===== src/rtl/jpp_pkg.sv =====
// Package for the JSON pretty printer: payload structs, character codes,
// controller states and the command and status structs between the blocks.
// Depends on nothing.
`timescale 1ns / 1ps

package jpp_pkg;

  localparam int unsigned DepthW       = 5;
  localparam int unsigned SpaceW       = DepthW + 1;
  localparam int unsigned MaxDepthDflt = 31;

  localparam logic [7:0] ChNul       = 8'h00;
  localparam logic [7:0] ChNewline   = 8'h0A;
  localparam logic [7:0] ChSpace     = 8'h20;
  localparam logic [7:0] ChQuote     = 8'h22;
  localparam logic [7:0] ChComma     = 8'h2C;
  localparam logic [7:0] ChColon     = 8'h3A;
  localparam logic [7:0] ChBackslash = 8'h5C;
  localparam logic [7:0] ChLbrace    = 8'h7B;
  localparam logic [7:0] ChRbrace    = 8'h7D;

  typedef struct packed {
    logic [7:0] text_byte;
    logic       doc_last;
  } in_t;

  typedef struct packed {
    logic [7:0] out_byte;
    logic       run_last;
    logic       doc_end;
  } out_t;

  typedef enum logic [2:0] {
    StIdle,
    StHead,
    StNewline,
    StSpace,
    StTail
  } state_e;

  typedef enum logic [1:0] {
    SelHead,
    SelNewline,
    SelSpace,
    SelTail
  } sel_e;

  // Which parts of an output run a request produces.
  typedef struct packed {
    logic has_head;
    logic has_indent;
    logic has_tail;
  } plan_t;

  typedef struct packed {
    logic load;
    logic emit;
    sel_e sel;
    logic dec_space;
    logic run_last;
  } ctrl_cmd_t;

  typedef struct packed {
    plan_t in_plan;
    plan_t plan;
    logic  space_zero;
    logic  space_one;
    logic  out_free;
  } dp_status_t;

endpackage


===== src/rtl/jpp_ctrl.sv =====
// Controller state machine of the JSON pretty printer: sequences the head
// byte, newline, indent spaces and tail byte of each run.
// Depends on jpp_pkg.
`timescale 1ns / 1ps

module jpp_ctrl (
  input  logic                clk_i,
  input  logic                rst_ni,
  input  logic                in_valid_i,
  output logic                in_ready_o,
  input  jpp_pkg::dp_status_t status_i,
  output jpp_pkg::ctrl_cmd_t  cmd_o
);

  jpp_pkg::state_e state_q, state_d;
  logic            accept;

  assign in_ready_o = (state_q == jpp_pkg::StIdle);
  assign accept     = in_valid_i && in_ready_o;

  always_ff @(posedge clk_i or negedge rst_ni) begin
    if (!rst_ni) begin
      state_q <= jpp_pkg::StIdle;
    end else begin
      state_q <= state_d;
    end
  end

  always_comb begin
    state_d = state_q;
    case (state_q)
      jpp_pkg::StIdle: begin
        if (accept) begin
          if (status_i.in_plan.has_head) begin
            state_d = jpp_pkg::StHead;
          end else if (status_i.in_plan.has_indent) begin
            state_d = jpp_pkg::StNewline;
          end else if (status_i.in_plan.has_tail) begin
            state_d = jpp_pkg::StTail;
          end
        end
      end
      jpp_pkg::StHead: begin
        if (status_i.out_free) begin
          if (status_i.plan.has_indent) begin
            state_d = jpp_pkg::StNewline;
          end else if (status_i.plan.has_tail) begin
            state_d = jpp_pkg::StTail;
          end else begin
            state_d = jpp_pkg::StIdle;
          end
        end
      end
      jpp_pkg::StNewline: begin
        if (status_i.out_free) begin
          if (!status_i.space_zero) begin
            state_d = jpp_pkg::StSpace;
          end else if (status_i.plan.has_tail) begin
            state_d = jpp_pkg::StTail;
          end else begin
            state_d = jpp_pkg::StIdle;
          end
        end
      end
      jpp_pkg::StSpace: begin
        if (status_i.out_free && status_i.space_one) begin
          state_d = status_i.plan.has_tail ? jpp_pkg::StTail : jpp_pkg::StIdle;
        end
      end
      jpp_pkg::StTail: begin
        if (status_i.out_free) begin
          state_d = jpp_pkg::StIdle;
        end
      end
      default: state_d = jpp_pkg::StIdle;
    endcase
  end

  always_comb begin
    cmd_o           = '0;
    cmd_o.sel       = jpp_pkg::SelHead;
    cmd_o.load      = accept;
    case (state_q)
      jpp_pkg::StHead: begin
        cmd_o.emit     = status_i.out_free;
        cmd_o.sel      = jpp_pkg::SelHead;
        cmd_o.run_last = !status_i.plan.has_indent && !status_i.plan.has_tail;
      end
      jpp_pkg::StNewline: begin
        cmd_o.emit     = status_i.out_free;
        cmd_o.sel      = jpp_pkg::SelNewline;
        cmd_o.run_last = status_i.space_zero && !status_i.plan.has_tail;
      end
      jpp_pkg::StSpace: begin
        cmd_o.emit      = status_i.out_free;
        cmd_o.sel       = jpp_pkg::SelSpace;
        cmd_o.dec_space = status_i.out_free;
        cmd_o.run_last  = status_i.space_one && !status_i.plan.has_tail;
      end
      jpp_pkg::StTail: begin
        cmd_o.emit     = status_i.out_free;
        cmd_o.sel      = jpp_pkg::SelTail;
        cmd_o.run_last = 1'b1;
      end
      default: begin
        cmd_o.emit = 1'b0;
      end
    endcase
  end

endmodule


===== src/rtl/jpp_datapath.sv =====
// Datapath of the JSON pretty printer: parser state, byte decode, the run
// plan and indent counter, and the output register.
// Depends on jpp_pkg.
`timescale 1ns / 1ps

module jpp_datapath #(
  parameter int unsigned MAX_DEPTH = jpp_pkg::MaxDepthDflt
) (
  input  logic               clk_i,
  input  logic               rst_ni,
  input  jpp_pkg::in_t       in_data_i,
  input  jpp_pkg::ctrl_cmd_t cmd_i,
  output jpp_pkg::dp_status_t status_o,
  output logic               out_valid_o,
  input  logic               out_ready_i,
  output jpp_pkg::out_t      out_data_o
);

  localparam logic [jpp_pkg::DepthW-1:0] DepthCap = jpp_pkg::DepthW'(MAX_DEPTH);

  logic                         in_string_q, in_string_d;
  logic                         escape_q, escape_d;
  logic [jpp_pkg::DepthW-1:0]   depth_q, depth_d;

  jpp_pkg::plan_t               plan_q, plan_d;
  logic [7:0]                   head_q, head_d;
  logic [7:0]                   tail_q, tail_d;
  logic [jpp_pkg::SpaceW-1:0]   space_q;
  logic                         last_q;

  logic                         out_valid_q;
  jpp_pkg::out_t                out_q;
  logic [7:0]                   emit_byte;

  // Decode of the incoming byte against the current parser state.
  always_comb begin
    in_string_d = in_string_q;
    escape_d    = escape_q;
    depth_d     = depth_q;
    plan_d      = '0;
    head_d      = in_data_i.text_byte;
    tail_d      = in_data_i.text_byte;
    if (in_data_i.text_byte == jpp_pkg::ChNul) begin
      escape_d = 1'b0;
    end else if (escape_q) begin
      escape_d        = 1'b0;
      plan_d.has_head = 1'b1;
    end else if (in_data_i.text_byte == jpp_pkg::ChBackslash) begin
      escape_d        = 1'b1;
      plan_d.has_head = 1'b1;
    end else if (in_data_i.text_byte == jpp_pkg::ChQuote) begin
      in_string_d     = !in_string_q;
      plan_d.has_head = 1'b1;
    end else if (in_string_q) begin
      plan_d.has_head = 1'b1;
    end else begin
      case (in_data_i.text_byte)
        jpp_pkg::ChLbrace: begin
          plan_d.has_head   = 1'b1;
          plan_d.has_indent = 1'b1;
          if (depth_q < DepthCap) begin
            depth_d = depth_q + 1'b1;
          end
        end
        jpp_pkg::ChRbrace: begin
          plan_d.has_indent = 1'b1;
          plan_d.has_tail   = 1'b1;
          if (depth_q != '0) begin
            depth_d = depth_q - 1'b1;
          end
        end
        jpp_pkg::ChComma: begin
          plan_d.has_head   = 1'b1;
          plan_d.has_indent = 1'b1;
        end
        jpp_pkg::ChColon: begin
          plan_d.has_head = 1'b1;
          plan_d.has_tail = 1'b1;
          tail_d          = jpp_pkg::ChSpace;
        end
        jpp_pkg::ChSpace, jpp_pkg::ChNewline: begin
          plan_d = '0;
        end
        default: begin
          plan_d.has_head = 1'b1;
        end
      endcase
    end
  end

  // Parser state; the end of a document returns it to the top level at
  // once, since the run plan already holds what the last byte needs.
  always_ff @(posedge clk_i or negedge rst_ni) begin
    if (!rst_ni) begin
      in_string_q <= 1'b0;
      escape_q    <= 1'b0;
      depth_q     <= '0;
    end else if (cmd_i.load) begin
      if (in_data_i.doc_last) begin
        in_string_q <= 1'b0;
        escape_q    <= 1'b0;
        depth_q     <= '0;
      end else begin
        in_string_q <= in_string_d;
        escape_q    <= escape_d;
        depth_q     <= depth_d;
      end
    end
  end

  // Run plan and indent counter; two spaces per level of the new depth.
  always_ff @(posedge clk_i) begin
    if (cmd_i.load) begin
      plan_q  <= plan_d;
      head_q  <= head_d;
      tail_q  <= tail_d;
      last_q  <= in_data_i.doc_last;
      space_q <= {depth_d, 1'b0};
    end else if (cmd_i.dec_space) begin
      space_q <= space_q - 1'b1;
    end
  end

  always_comb begin
    case (cmd_i.sel)
      jpp_pkg::SelHead:    emit_byte = head_q;
      jpp_pkg::SelNewline: emit_byte = jpp_pkg::ChNewline;
      jpp_pkg::SelSpace:   emit_byte = jpp_pkg::ChSpace;
      jpp_pkg::SelTail:    emit_byte = tail_q;
      default:             emit_byte = head_q;
    endcase
  end

  always_ff @(posedge clk_i or negedge rst_ni) begin
    if (!rst_ni) begin
      out_valid_q <= 1'b0;
    end else if (cmd_i.emit) begin
      out_valid_q <= 1'b1;
    end else if (out_ready_i) begin
      out_valid_q <= 1'b0;
    end
  end

  always_ff @(posedge clk_i) begin
    if (cmd_i.emit) begin
      out_q.out_byte <= emit_byte;
      out_q.run_last <= cmd_i.run_last;
      out_q.doc_end  <= cmd_i.run_last && last_q;
    end
  end

  assign status_o.in_plan    = plan_d;
  assign status_o.plan       = plan_q;
  assign status_o.space_zero = (space_q == '0);
  assign status_o.space_one  = (space_q == jpp_pkg::SpaceW'(1));
  assign status_o.out_free   = !out_valid_q || out_ready_i;

  assign out_valid_o = out_valid_q;
  assign out_data_o  = out_q;

endmodule


===== src/rtl/json_pretty_printer_top.sv =====
// Top level of the JSON pretty printer: joins the controller and datapath.
// Depends on jpp_pkg, jpp_ctrl and jpp_datapath.
`timescale 1ns / 1ps

// Streaming JSON re-indenter. Each request carries one text byte and a
// document-end flag, and produces a run of zero to 64 output bytes; run_last
// marks the final byte of each run and doc_end the final byte of a
// document's last request. A request is taken while the controller is idle;
// the controller then emits its bytes one at a time into the output register,
// holding while the output stalls. So a dropped byte (a NUL, or a space or
// newline outside a string) produces no output, most other bytes one, a
// colon two, and a brace or comma two plus two per indent level. A new
// request is taken as soon as the previous run has been issued, even while
// its last byte still waits in the output register. The parser state returns
// to the top level after a document's last byte. MAX_DEPTH (1 to 31) caps
// nesting.
module json_pretty_printer_top #(
  parameter int unsigned MAX_DEPTH = jpp_pkg::MaxDepthDflt
) (
  input  logic          clk_i,
  input  logic          rst_ni,
  input  logic          in_valid_i,
  output logic          in_ready_o,
  input  jpp_pkg::in_t  in_data_i,
  output logic          out_valid_o,
  input  logic          out_ready_i,
  output jpp_pkg::out_t out_data_o
);

  jpp_pkg::ctrl_cmd_t  cmd;
  jpp_pkg::dp_status_t status;

  jpp_ctrl u_ctrl (
    .clk_i      (clk_i),
    .rst_ni     (rst_ni),
    .in_valid_i (in_valid_i),
    .in_ready_o (in_ready_o),
    .status_i   (status),
    .cmd_o      (cmd)
  );

  jpp_datapath #(
    .MAX_DEPTH (MAX_DEPTH)
  ) u_datapath (
    .clk_i       (clk_i),
    .rst_ni      (rst_ni),
    .in_data_i   (in_data_i),
    .cmd_i       (cmd),
    .status_o    (status),
    .out_valid_o (out_valid_o),
    .out_ready_i (out_ready_i),
    .out_data_o  (out_data_o)
  );

endmodule

===== config.mk =====
export PLATFORM = sky130hd
export DESIGN_NAME = json_pretty_printer_top
export DESIGN_NICKNAME = d
export VERILOG_FILES = /design/src/rtl/jpp_pkg.sv /design/src/rtl/jpp_ctrl.sv /design/src/rtl/jpp_datapath.sv /design/src/rtl/json_pretty_printer_top.sv
export SDC_FILE = /design/constraint.sdc
export NUM_CORES = 1
export LEC_CHECK = 0
export ABC_AREA = 1
export BUFFER_PORTS_ARGS = -buffer_cell sky130_fd_sc_hd__buf_2
export CORE_MARGIN = 2
export CORE_UTILIZATION = 64
export CTS_BUF_LIST = sky130_fd_sc_hd__clkbuf_8 sky130_fd_sc_hd__clkbuf_16
export DETAILED_ROUTE_END_ITERATION = 10
export PLACE_DENSITY = 0.85
export SLEW_MARGIN = 10
export SYNTH_ARGS = -nofsm -noshare
export SYNTH_HDL_FRONTEND = slang
export SYNTH_HIERARCHICAL = 1
export SYNTH_SLANG_ARGS = --single-unit
export TNS_END_PERCENT = 100

===== constraint.sdc =====
create_clock -name clk_i -period 2.95 [get_ports clk_i]
set_clock_uncertainty 0.2 [all_clocks]
set_input_delay 0.4425 -clock clk_i [delete_from_list [all_inputs] [get_ports clk_i]]
set_output_delay 0.4425 -clock clk_i [all_outputs]
set_load 0.02 [all_outputs]

==> impl_metrics.toml <==
[outcome]
outcome = "completed"

[worst_setup_path]
critPathRequiredTime_ns = 2.79
cp-start-kind = "flip-flop"
cp.arrival_ns = 1.99
cp-startpoint = "u_ctrl/state_q[0]$_DFFE_PN0P_"
worstPathMaxFanout = 10
r2r_end = "u_datapath/out_data_o[5]$_DFFE_PP_"
timing.rr.start = "u_ctrl/state_q[0]$_DFFE_PN0P_"
crit_path_end_kind = "flip-flop"
worstRegToRegCells = 6
r2r_slack_ns = 0.81
worstSetupPathType = "reg -> reg"

[clocking]
cts_tree = "done"
root_buffer = "clkbuf_8"
clk_pin_slew_ns = 0.08
htreeDepth = 2
cts_made_buffers = 5
insertion_delay_ns = 0.29
cts_resized = 0
cts.sinks = 46
post_cts_buffers = 0
clockBufferDepth = 2

[die]
num_io_pins = 25
rows = 23
die_area_sq_um = 4730
core_region_area_sq_um = 4030
die_y_um = 68.8
die_x_um = 68.8
initial_core_util = 0.667

[power_and_ir_drop]
p_sw_frac = 0.418
powerDensity_nw_per_um2 = 855
p_sw_mw = 1.05
clkPwrFrac = 0.144
ir_worst_vdd_mv = 0.432
p_comb_frac = 0.419
leakage_nw = 1.35
internal-power_mw = 1.46
pwr-share-seq = 0.437

[drt]
wire_per_inst_um = 14.1
dr.pass1.iters = 5
wl_um = 5790
vias_per_cell = 5.72
ant_nets = 0
dr_total_vias = 2351
drc = 0
drt-initial-drc-count = 271

[global_routing]
grt_use_total = 0.270
grt_pass1_vias = 2126
antenna_found_initial = 0
grt_max_degree = 33
grt_remaining_overflow = 0
grt_pass1_wl_um = 9250

[yosys]
synthesis.area_sq_um = 2690
synthCells = 335
synth_warnings = 6
syn_nets = 352
synth_area_per_cell_sq_um = 8.02

[hold_path]
holdPathStages = 1
holdCritStartpoint = "in_data_i[0]"
hold_end = "u_datapath/last_q$_DFFE_PP_"
hp-class = "in -> reg"

[final_layout]
fin_area_sq_um = 2930
num_antenna_cells = 0
final_nets = 377
layout-drive-gt1-share = 0.130
area_delta_synth_final_pct = 9.08

[sta]
tightest_slew_ns = 0.374
setup_tns_ns = 0
hold_violations = 0
rsz0062_at_grt = "false"
report.final.setup_viol = 0
fmax_ghz = 0.467
relSlewSlack = 0.751
period_needed_ns = 2.14
drv_slew = 0
period_share = 0.727

[place]
portBuffers = 24
post-dp-hpwl_um = 4200
routabilityCongestion = 0.969
place_area_sq_um = 2840

[run]
maxCapViolCount = 0
[cell type report]
cell class,instances,area [sq um]
flip-flops and latches,46,1320
clock inverters,3,12.5
well taps,50,62.6
multi-input cells,233,1150
repair buffers,27,145
clock buffers,5,68.8
fillers,313,1100
inverters,47,176
[through the flow]
step	std cells	power, mW	util	setup WS [ns]	hold slack, ns
6_report	411	2.50	0.727	0.807	0.137
3_5_place_dp	402	2.13	0.705	0.730	0.142
4_1_cts	411	2.50	0.727	0.812	0.127
3_3_place_gp	402	2.08	0.705	0.735	0.137
5_1_grt	411	2.69	0.727	0.622	0.131
2_1_floorplan	335	1.83	-	0.944	-0.0531
[worst max-delay path, stage by stage (launching register included)]
cell	delay [ns]
dfrtp_1	0.47
nor2_2	0.29
nand2_2	0.14
nand2_1	0.22
clkinv_1	0.29
nor2_1	0.20
a21oi_1	0.07
[power groups by stage]
stage | clock network (mW) | logic (mW) | registers [mW]
after floorplan | 0 | 0.651 | 1.18
after global placement | 0 | 0.982 | 1.10
after detailed placement | 0 | 1.03 | 1.11
after CTS | 0.366 | 1.04 | 1.09
after global routing | 0.397 | 1.17 | 1.12
final | 0.360 | 1.05 | 1.10
[per-layer routing]
layer | GRT usage | vias to the layer above | share of wire
met5 | 0 | - | 0
met4 | 0.118 | 0 | 0.024
met3 | 0.0568 | 20 | 0.060
met2 | 0.476 | 112 | 0.51
met1 | 0.316 | 1074 | 0.40
li1 | - | 1145 | -
[registers in the layout, summed over array words and instances, names as in the netlist]
signal                  flops
u_datapath/status_o         2
u_ctrl/state_q              3
u_datapath/out_data_o      10
u_datapath/tail_q           8
u_datapath/last_q           1
u_datapath/depth_q          5
u_datapath/out_valid_o      1
u_datapath/in_string_q      1
u_datapath/space_q          6
u_datapath/head_q           8
u_datapath/escape_q         1
[worst max-delay path by stage]
| stage | end | slack [ns] | cells past startpoint |
|---|---|---|---|
| after floorplan | u_datapath/space_q[1]$_DFFE_PP_ | 0.94 | 6 |
| after global placement | u_ctrl/state_q[2]$_DFFE_PN0P_ | 0.73 | 11 |
| after detailed placement | u_ctrl/state_q[2]$_DFFE_PN0P_ | 0.73 | 12 |
| after CTS | u_datapath/out_data_o[5]$_DFFE_PP_ | 0.81 | 6 |
| after global routing | u_datapath/space_q[2]$_DFFE_PP_ | 0.62 | 10 |
| final | u_datapath/out_data_o[5]$_DFFE_PP_ | 0.81 | 6 |
[layout by cell type, fill, tap and decap left out, types with 3 or more instances in the layout]
cell / count
nand2_1: 87
nand3_1: 44
inv_1: 43
nor2_1: 38
edfxtp_1: 34
buf_2: 24
o21ai_0: 12
dfrtp_1: 11
nand4_1: 10
a21oi_1: 7
clkbuf_8: 5
clkinv_1: 5
xor2_1: 4
ha_1: 4
nor2_2: 3
nand2_2: 3
nor2_4: 3
xnor2_1: 3
nor3_1: 3
[repair_timing]
item / in CTS / in global routing
setup endpoints to repair: 0 / 0
hold buffers: 1 / 0
hold endpoints to repair: 11 / 0
Power figures use the tool's default switching activity.
